<file path="src/plbt_pkg.sv">
`timescale 1ns / 1ps
`default_nettype none
package plbt_pkg;

    localparam int CHANNELS      = 16;
    localparam int MAX_LEDS      = 256;
    localparam int COLOR_W       = 24;
    localparam int SLOT_W        = 16;
    localparam int SLOTS         = 24;
    localparam int LED_CFG_W     = 9;
    localparam int POS_W         = 8;
    localparam int CH_W          = (CHANNELS > 1) ? $clog2(CHANNELS) : 1;
    localparam int SLOT_CNT_W    = $clog2(SLOTS);
    localparam int LED_CAP       = (MAX_LEDS < 256) ? MAX_LEDS : 256;
    localparam int QUEUE_DEPTH   = 2;
    localparam int QPTR_W        = $clog2(QUEUE_DEPTH);

    localparam logic [LED_CFG_W-1:0] LED_COUNT_RESET = LED_CFG_W'(256);
    localparam logic [LED_CFG_W-1:0] LED_COUNT_CAP   = LED_CFG_W'(LED_CAP);
    localparam logic [CH_W-1:0]      LAST_CHANNEL    = CH_W'(CHANNELS - 1);
    localparam logic [SLOT_CNT_W-1:0] LAST_SLOT      = SLOT_CNT_W'(SLOTS - 1);

    localparam int APB_ADDR_W = 3;
    localparam logic [APB_ADDR_W-1:0] REG_LED_COUNT = 3'd0;

    typedef logic [CHANNELS-1:0][COLOR_W-1:0] t_store;

    typedef struct packed {
        t_store words;
        logic   frame_end;
    } t_led;

endpackage
`default_nettype wire

</file>
<file path="src/plbt_front.sv">
`timescale 1ns / 1ps
`default_nettype none
module plbt_front (
    input  wire                              i_clk,
    input  wire                              i_rst_n,
    input  wire                              i_valid,
    output logic                             o_ready,
    input  wire  [plbt_pkg::COLOR_W-1:0]     i_color,
    input  wire  [plbt_pkg::LED_CFG_W-1:0]   i_led_count,
    output logic                             o_push,
    output plbt_pkg::t_led                   o_push_led,
    input  wire                              i_full
);
    import plbt_pkg::*;

    t_store                 r_store;
    logic [CH_W-1:0]        r_chan;
    logic [POS_W-1:0]       r_pos;
    logic [LED_CFG_W-1:0]   eff_leds;
    logic                   last_chan;
    logic                   frame_end;
    logic                   accept;

    always_comb begin
        if (i_led_count == '0) begin
            eff_leds = LED_CFG_W'(1);
        end else if (i_led_count > LED_COUNT_CAP) begin
            eff_leds = LED_COUNT_CAP;
        end else begin
            eff_leds = i_led_count;
        end
    end

    assign last_chan = (r_chan == LAST_CHANNEL);
    assign frame_end = ({1'b0, r_pos} + LED_CFG_W'(1)) >= eff_leds;
    // hold the last channel of a position until the queue has room
    assign o_ready   = !last_chan || !i_full;
    assign accept    = i_valid && o_ready;
    assign o_push    = accept && last_chan;

    always_comb begin
        o_push_led.words            = r_store;
        o_push_led.words[r_chan]    = i_color;
        o_push_led.frame_end        = frame_end;
    end

    always_ff @(posedge i_clk) begin
        if (accept) begin
            r_store[r_chan] <= i_color;
        end
    end

    always_ff @(posedge i_clk) begin
        if (!i_rst_n) begin
            r_chan <= '0;
            r_pos  <= '0;
        end else if (accept) begin
            if (last_chan) begin
                r_chan <= '0;
                r_pos  <= frame_end ? '0 : r_pos + POS_W'(1);
            end else begin
                r_chan <= r_chan + CH_W'(1);
            end
        end
    end

endmodule
`default_nettype wire

</file>
<file path="src/plbt_queue.sv">
`timescale 1ns / 1ps
`default_nettype none
module plbt_queue (
    input  wire              i_clk,
    input  wire              i_rst_n,
    input  wire              i_push,
    input  plbt_pkg::t_led   i_data,
    output logic             o_full,
    input  wire              i_pop,
    output logic             o_valid,
    output plbt_pkg::t_led   o_data
);
    import plbt_pkg::*;

    t_led                 r_mem [QUEUE_DEPTH];
    logic [QPTR_W-1:0]    r_wptr;
    logic [QPTR_W-1:0]    r_rptr;
    logic [QPTR_W:0]      r_count;
    logic                 do_push;
    logic                 do_pop;

    assign o_full  = (r_count == (QPTR_W+1)'(QUEUE_DEPTH));
    assign o_valid = (r_count != '0);
    assign o_data  = r_mem[r_rptr];
    assign do_push = i_push && !o_full;
    assign do_pop  = i_pop && o_valid;

    always_ff @(posedge i_clk) begin
        if (do_push) begin
            r_mem[r_wptr] <= i_data;
        end
    end

    always_ff @(posedge i_clk) begin
        if (!i_rst_n) begin
            r_wptr  <= '0;
            r_rptr  <= '0;
            r_count <= '0;
        end else begin
            if (do_push) begin
                r_wptr <= (r_wptr == QPTR_W'(QUEUE_DEPTH - 1)) ? '0 : r_wptr + QPTR_W'(1);
            end
            if (do_pop) begin
                r_rptr <= (r_rptr == QPTR_W'(QUEUE_DEPTH - 1)) ? '0 : r_rptr + QPTR_W'(1);
            end
            case ({do_push, do_pop})
                2'b10:   r_count <= r_count + (QPTR_W+1)'(1);
                2'b01:   r_count <= r_count - (QPTR_W+1)'(1);
                default: r_count <= r_count;
            endcase
        end
    end

endmodule
`default_nettype wire

</file>
<file path="src/plbt_back.sv">
`timescale 1ns / 1ps
`default_nettype none
module plbt_back (
    input  wire                            i_clk,
    input  wire                            i_rst_n,
    input  wire                            i_q_valid,
    input  plbt_pkg::t_led                 i_q_data,
    output logic                           o_pop,
    output logic                           o_valid,
    input  wire                            i_ready,
    output logic [plbt_pkg::SLOT_W-1:0]    o_slot_word,
    output logic                           o_last_of_led,
    output logic                           o_last_of_frame
);
    import plbt_pkg::*;

    t_store                  r_words;
    logic                    r_frame;
    logic                    r_active;
    logic [SLOT_CNT_W-1:0]   r_slot;
    logic                    r_valid;
    logic [SLOT_W-1:0]       r_slot_word;
    logic                    r_last_led;
    logic                    r_last_frame;
    logic                    advance;
    logic                    last_slot;
    logic [SLOT_W-1:0]       n_slot_word;

    assign advance   = !r_valid || i_ready;
    assign last_slot = (r_slot == LAST_SLOT);
    assign o_pop     = !r_active && i_q_valid;

    always_comb begin
        n_slot_word = '0;
        for (int k = 0; k < CHANNELS; k++) begin
            n_slot_word[k] = r_words[k][COLOR_W-1];
        end
    end

    always_ff @(posedge i_clk) begin
        if (o_pop) begin
            r_words <= i_q_data.words;
            r_frame <= i_q_data.frame_end;
        end else if (advance && r_active) begin
            // advance every channel to its next bit
            for (int k = 0; k < CHANNELS; k++) begin
                r_words[k] <= {r_words[k][COLOR_W-2:0], 1'b0};
            end
        end
        if (advance && r_active) begin
            r_slot_word  <= n_slot_word;
            r_last_led   <= last_slot;
            r_last_frame <= last_slot && r_frame;
        end
    end

    always_ff @(posedge i_clk) begin
        if (!i_rst_n) begin
            r_active <= 1'b0;
            r_slot   <= '0;
            r_valid  <= 1'b0;
        end else begin
            if (o_pop) begin
                r_active <= 1'b1;
                r_slot   <= '0;
            end else if (advance && r_active) begin
                r_slot <= last_slot ? '0 : r_slot + SLOT_CNT_W'(1);
                if (last_slot) begin
                    r_active <= 1'b0;
                end
            end
            if (advance) begin
                r_valid <= r_active;
            end
        end
    end

    assign o_valid         = r_valid;
    assign o_slot_word     = r_slot_word;
    assign o_last_of_led   = r_last_led;
    assign o_last_of_frame = r_last_frame;

endmodule
`default_nettype wire

</file>
<file path="src/parallel_led_bit_transposer.sv">
`timescale 1ns / 1ps
`default_nettype none
// Channel   Direction  Beat contents
// s_*       in         tdata[23:0] color
// m_*       out        tdata[15:0] slot_word, tlast last_of_led, tuser[0] last_of_frame
// APB       in/out     register 0 at byte 0: led_count[8:0]
//
// A colour beat is taken every cycle while the queue has room; the last channel of
// a position waits only when both queue entries are full.
// Each LED position gives 24 slot beats, one per cycle from the output register while
// m_tready stays high; the next position loads from the queue once the last slot has
// entered the output register, and the front keeps filling the queue meanwhile.
// Synchronous reset clears counters, queue and output valid; led_count resets to 256.
// A stall on m_tready holds the output register and the slot shifter only.
module parallel_led_bit_transposer (
    input  wire                                 i_clk,
    input  wire                                 i_rst_n,
    input  wire                                 psel,
    input  wire                                 penable,
    input  wire                                 pwrite,
    input  wire  [plbt_pkg::APB_ADDR_W-1:0]     paddr,
    input  wire  [31:0]                         pwdata,
    output logic [31:0]                         prdata,
    output logic                                pready,
    input  wire                                 s_tvalid,
    output logic                                s_tready,
    input  wire  [plbt_pkg::COLOR_W-1:0]        s_tdata,   // [23:0] color
    output logic                                m_tvalid,
    input  wire                                 m_tready,
    output logic [plbt_pkg::SLOT_W-1:0]         m_tdata,   // [15:0] slot_word
    output logic                                m_tlast,   // last_of_led
    output logic                                m_tuser    // [0] last_of_frame
);
    import plbt_pkg::*;

    logic [LED_CFG_W-1:0]  r_led_count;
    logic                  push;
    t_led                  push_led;
    logic                  q_full;
    logic                  q_valid;
    t_led                  q_data;
    logic                  pop;

    assign pready = 1'b1;

    always_ff @(posedge i_clk) begin
        if (!i_rst_n) begin
            r_led_count <= LED_COUNT_RESET;
        end else if (psel && penable && pwrite && (paddr == REG_LED_COUNT)) begin
            r_led_count <= pwdata[LED_CFG_W-1:0];
        end
    end

    always_comb begin
        prdata = '0;
        if (paddr == REG_LED_COUNT) begin
            prdata = {{(32-LED_CFG_W){1'b0}}, r_led_count};
        end
    end

    plbt_front u_front (
        .i_clk       (i_clk),
        .i_rst_n     (i_rst_n),
        .i_valid     (s_tvalid),
        .o_ready     (s_tready),
        .i_color     (s_tdata),
        .i_led_count (r_led_count),
        .o_push      (push),
        .o_push_led  (push_led),
        .i_full      (q_full)
    );

    plbt_queue u_queue (
        .i_clk   (i_clk),
        .i_rst_n (i_rst_n),
        .i_push  (push),
        .i_data  (push_led),
        .o_full  (q_full),
        .i_pop   (pop),
        .o_valid (q_valid),
        .o_data  (q_data)
    );

    plbt_back u_back (
        .i_clk           (i_clk),
        .i_rst_n         (i_rst_n),
        .i_q_valid       (q_valid),
        .i_q_data        (q_data),
        .o_pop           (pop),
        .o_valid         (m_tvalid),
        .i_ready         (m_tready),
        .o_slot_word     (m_tdata),
        .o_last_of_led   (m_tlast),
        .o_last_of_frame (m_tuser)
    );

endmodule
`default_nettype wire

</file>
<file path="config.mk">
export PLATFORM = sky130hd
export DESIGN_NAME = parallel_led_bit_transposer
export DESIGN_NICKNAME = d
export VERILOG_FILES = /design/src/plbt_pkg.sv /design/src/plbt_front.sv /design/src/plbt_queue.sv /design/src/plbt_back.sv /design/src/parallel_led_bit_transposer.sv
export SDC_FILE = /design/constraint.sdc
export NUM_CORES = 2
export LEC_CHECK = 0
export BUFFER_PORTS_ARGS = -buffer_cell sky130_fd_sc_hd__buf_2
export CAP_MARGIN = 5
export CORE_MARGIN = 8
export CORE_UTILIZATION = 45
export DETAILED_ROUTE_END_ITERATION = 7
export SYNTH_ARGS = -nofsm -noshare
export SYNTH_HDL_FRONTEND = slang
export SYNTH_SLANG_ARGS = --single-unit
</file>
<file path="constraint.sdc">
create_clock -name i_clk -period 40.9 [get_ports i_clk]
set_input_delay 4.09 -clock i_clk [delete_from_list [all_inputs] [get_ports i_clk]]
set_output_delay 4.09 -clock i_clk [all_outputs]
set_load 0.02 [all_outputs]
</file>
==> summary.md <==
| Metric | Value |
|---|---|
| Nets | `3749` |
| Global-route wire length before repair | `172400 um` |
| Worst Hold Class | `flop to flop` |
| Drt pass-1 iters | `5` |
| Layout area overhead | `11.31%` |
| Initial Util | `45.27%` |
| Core box area | `0.1353 sq mm` |
| Final hold vios | `0` |
| Final slew viol count | `0` |
| Postcts setup bufs | `0` |
| TritonCTS Buffers | `163` |
| Post-CTS Resized | `0` |
| Worst Setup End Kind | `output pin` |
| Clk root buf | `clkbuf_16` |
| Final period utilization | `22.66%` |
| Worst vdd ir | `34.90 uV` |
| Mapped Cells | `3595` |
| H-tree depth | `4` |
| Vias in the first global route | `29.74k` |
| Pre-CTS worst setup slack | `31.58 ns` |
| GP Congestion | `0.6929` |
| Area of the die | `0.1482 sq mm` |
| # fillers | `10.88k` |
| Clk_lat worst skew | `0.77 ns` |
| Status | `finished, final reports clean` |
| Final Skew | `0.01825 ns` |
| Routed Wire Length | `109600 um` |
| Area of the mapped netlist | `0.06124 sq mm` |
| Clk pin slew, worst setup/hold paths | `0.06 ns` |
| Final HPWL from detailed placement | `54020 um` |
| Setup CP Type | `input pin to output pin` |
| Largest net degree at the start of global routing | `225` |
| Non-Filler Instances | `5579` |
| Crit-path max FO | `11` |
| GRT Residual Overflow | `0` |
| Chip width | `384.9 um` |
| Pwr Density | `47.72 mW/mm^2` |
| Port Buffer Count | `71` |
| Rel. slew slack | `22.90%` |
| Arr. time, crit path | `5.18 ns` |
| RSZ-0062 raised after global routing | `false` |
| # setup viols final | `0` |
| Iter 0 DRT Violations | `2113` |
| Io pins | `119` |
| Initial antenna violation count | `4` |
| Hold Buf Count CTS | `0` |
| Setup ws final | `31.63 ns` |
| CTS tree | `yes` |
| Leakage | `22.35 nW` |
| Chip height | `384.9 um` |
| YS warnings | `0` |
| Max Cap Violations | `0` |
| Cell count after placement | `5283` |
| Cell Rows | `135` |
| Clock Path Buffers | `3` |
| Reg2reg setup slack | `35.10 ns` |
| Yosys cell types | `42` |
| TNS Setup | `0 ns` |
| Wire length per cell after detailed routing | `19.64 um` |
| Overall Global Routing Usage | `14.69%` |
| Drc violations | `0` |
| Least-Margin Pin Slew | `1.156 ns` |
| Fin crit period | `9.269 ns` |
| Routed vias | `29.51k` |
| Final Core Density | `50.39%` |
| Startpoint types | `input pin` |
| Num Clock Sinks | `1590` |
| Total power | `3.253 mW` |
| Register area share after synthesis | `77.42%` |
| Yosys reg bits | `1590` |
| Final antenna-violating net count | `0` |
| Fmax | `107.9 MHz` |
| Synthesized area per cell | `17.04 sq um` |
| Req. time, crit path | `36.81 ns` |
| Share of layout cells above drive strength 1 | `18.33%` |
| Vias per inst | `5.289` |
-- report_power, final --
| part | switching, mW | internal (mW) | leakage [nW] |
|---|---|---|---|
| sequential | 0.00543 | 1.81 | 14.5 |
| clock | 0.597 | 0.768 | 2.39 |
| combinational | 0.0458 | 0.0234 | 5.51 |
-- stage by stage --
step,hold WS (ns),area [sq um]
detailed placement,0.4063,63250
finish,0.4163,68170
floorplan,0.4003,61330
CTS,0.4199,68170
global route,0.4251,68170
global placement,0.4022,63250
-- worst max-delay path, cell delays in order --
cell and delay (ns):
buf_2 0.09, nor3_1 0.61, and2_1 0.22, buf_2 0.16
-- logic make-up after synthesis --
group | Yosys count | synth area share, %
flops | 1590 | 77.42
mux | 747 | 12.95
buf+inv | 233 | 1.837
other cells | 2 | 0.01226
compound gates | 402 | 3.340
fa+ha+maj | 16 | 0.3269
xor+xnor | 15 | 0.2145
simple gates | 590 | 3.904
-- synthesized netlist by cell type --
| master | instances | share of area, % |
|---|---|---|
| a31oi_1 | 1 | 0.010 |
| dfxtp_1 | 33 | 1.1 |
| a21oi_1 | 22 | 0.18 |
| o211ai_1 | 3 | 0.037 |
| nand4_1 | 9 | 0.092 |
| o21ai_2 | 1 | 0.014 |
| nand2_2 | 8 | 0.082 |
| edfxtp_1 | 1557 | 76 |
| nor2_2 | 1 | 0.010 |
| xor2_1 | 9 | 0.13 |
| buf_4 | 28 | 0.34 |
| or2_2 | 2 | 0.020 |
| a41o_1 | 1 | 0.016 |
| or3_1 | 1 | 0.010 |
| mux2_2 | 361 | 6.6 |
| buf_6 | 1 | 0.018 |
| clkinv_1 | 2 | 0.012 |
| clkbuf_1 | 86 | 0.53 |
| nand2b_1 | 2 | 0.020 |
| buf_1 | 3 | 0.018 |
| a21oi_2 | 1 | 0.014 |
| a211oi_2 | 1 | 0.020 |
| nor3_1 | 3 | 0.025 |
| nor2_1 | 40 | 0.25 |
| nand3_1 | 9 | 0.074 |
| and2_1 | 16 | 0.16 |
| mux2i_1 | 386 | 6.3 |
| buf_2 | 108 | 0.88 |
| inv_1 | 4 | 0.025 |
| nor3b_2 | 2 | 0.041 |
| ha_1 | 16 | 0.33 |
| o21a_1 | 2 | 0.025 |
| and3_1 | 7 | 0.071 |
| xnor2_1 | 6 | 0.086 |
| o21ai_0 | 370 | 3.0 |
| inv_4 | 1 | 0.010 |
| nand2_1 | 481 | 2.9 |
| nor2b_1 | 6 | 0.061 |
| and4_1 | 1 | 0.014 |
| conb_1 | 2 | 0.012 |
| and4b_1 | 1 | 0.016 |
| nor4_1 | 1 | 0.010 |
-- flip-flops by register name, summed over array words and instances, names as in the netlist, 4 cells and up, named ones only --
| name | count |
|---|---|
| u_queue.r_mem | 770 |
| u_front.r_store | 384 |
| u_back.r_words | 368 |
| u_back.n_slot_word | 16 |
| u_back.o_slot_word | 16 |
| r_led_count | 9 |
| u_front.r_pos | 8 |
| u_back.r_slot | 5 |
| u_front.r_chan | 4 |
-- worst paths after layout --
kind	startpoint	cells after the start	end
max	paddr[1]	4	prdata[3]
min	u_back.n_slot_word[9]	0	u_back.o_slot_word[9]
max reg2reg	u_front.r_chan[0]	8	u_front.r_store[74]
min reg2reg	u_back.n_slot_word[9]	0	u_back.o_slot_word[9]
-- layer usage --
layer | routed length (um) | track usage (%) | vias up
met5 | 0 | 0 | -
li1 | - | - | 13730
met3 | 4596 | 2.639 | 152
met1 | 51310 | 20.32 | 15130
met2 | 51830 | 24.13 | 492
met4 | 1848 | 3.839 | 0
-- cell usage in the layout, fill, tap and decap left out, types with 4 or more instances in the layout --
cell type,n
nand2_1,481
dfxtp_1,32
and2_1,14
clkinv_2,16
ha_1,16
mux2i_1,386
buf_12,8
a21oi_1,22
nor2b_1,6
clkinv_1,53
xnor2_1,6
buf_4,32
and3_1,7
nand2_2,8
clkinv_8,7
buf_2,71
nand4_1,9
mux2_2,361
o21ai_0,370
clkbuf_1,42
clkbuf_16,164
bufinv_16,4
inv_1,4
conb_1,24
xor2_1,9
nor2_1,39
inv_16,5
nand3_1,9
edfxtp_1,1557
-- cell type report --
| class | instances | area (sq um) | share of cell area, % |
|---|---|---|---|
| timing repair buffer | 111 | 755.7 | 1.109 |
| clock buffer | 207 | 4275 | 6.271 |
| inverter | 7 | 28.78 | 0.04221 |
| tap | 1781 | 2228 | 3.269 |
| sequential | 1590 | 47420 | 69.56 |
| clock inverter | 88 | 646.9 | 0.9489 |
| antenna | 1 | 2.502 | 0.003671 |
| multi-input combinational | 1794 | 12820 | 18.80 |
Power figures use the tool's default switching activity.
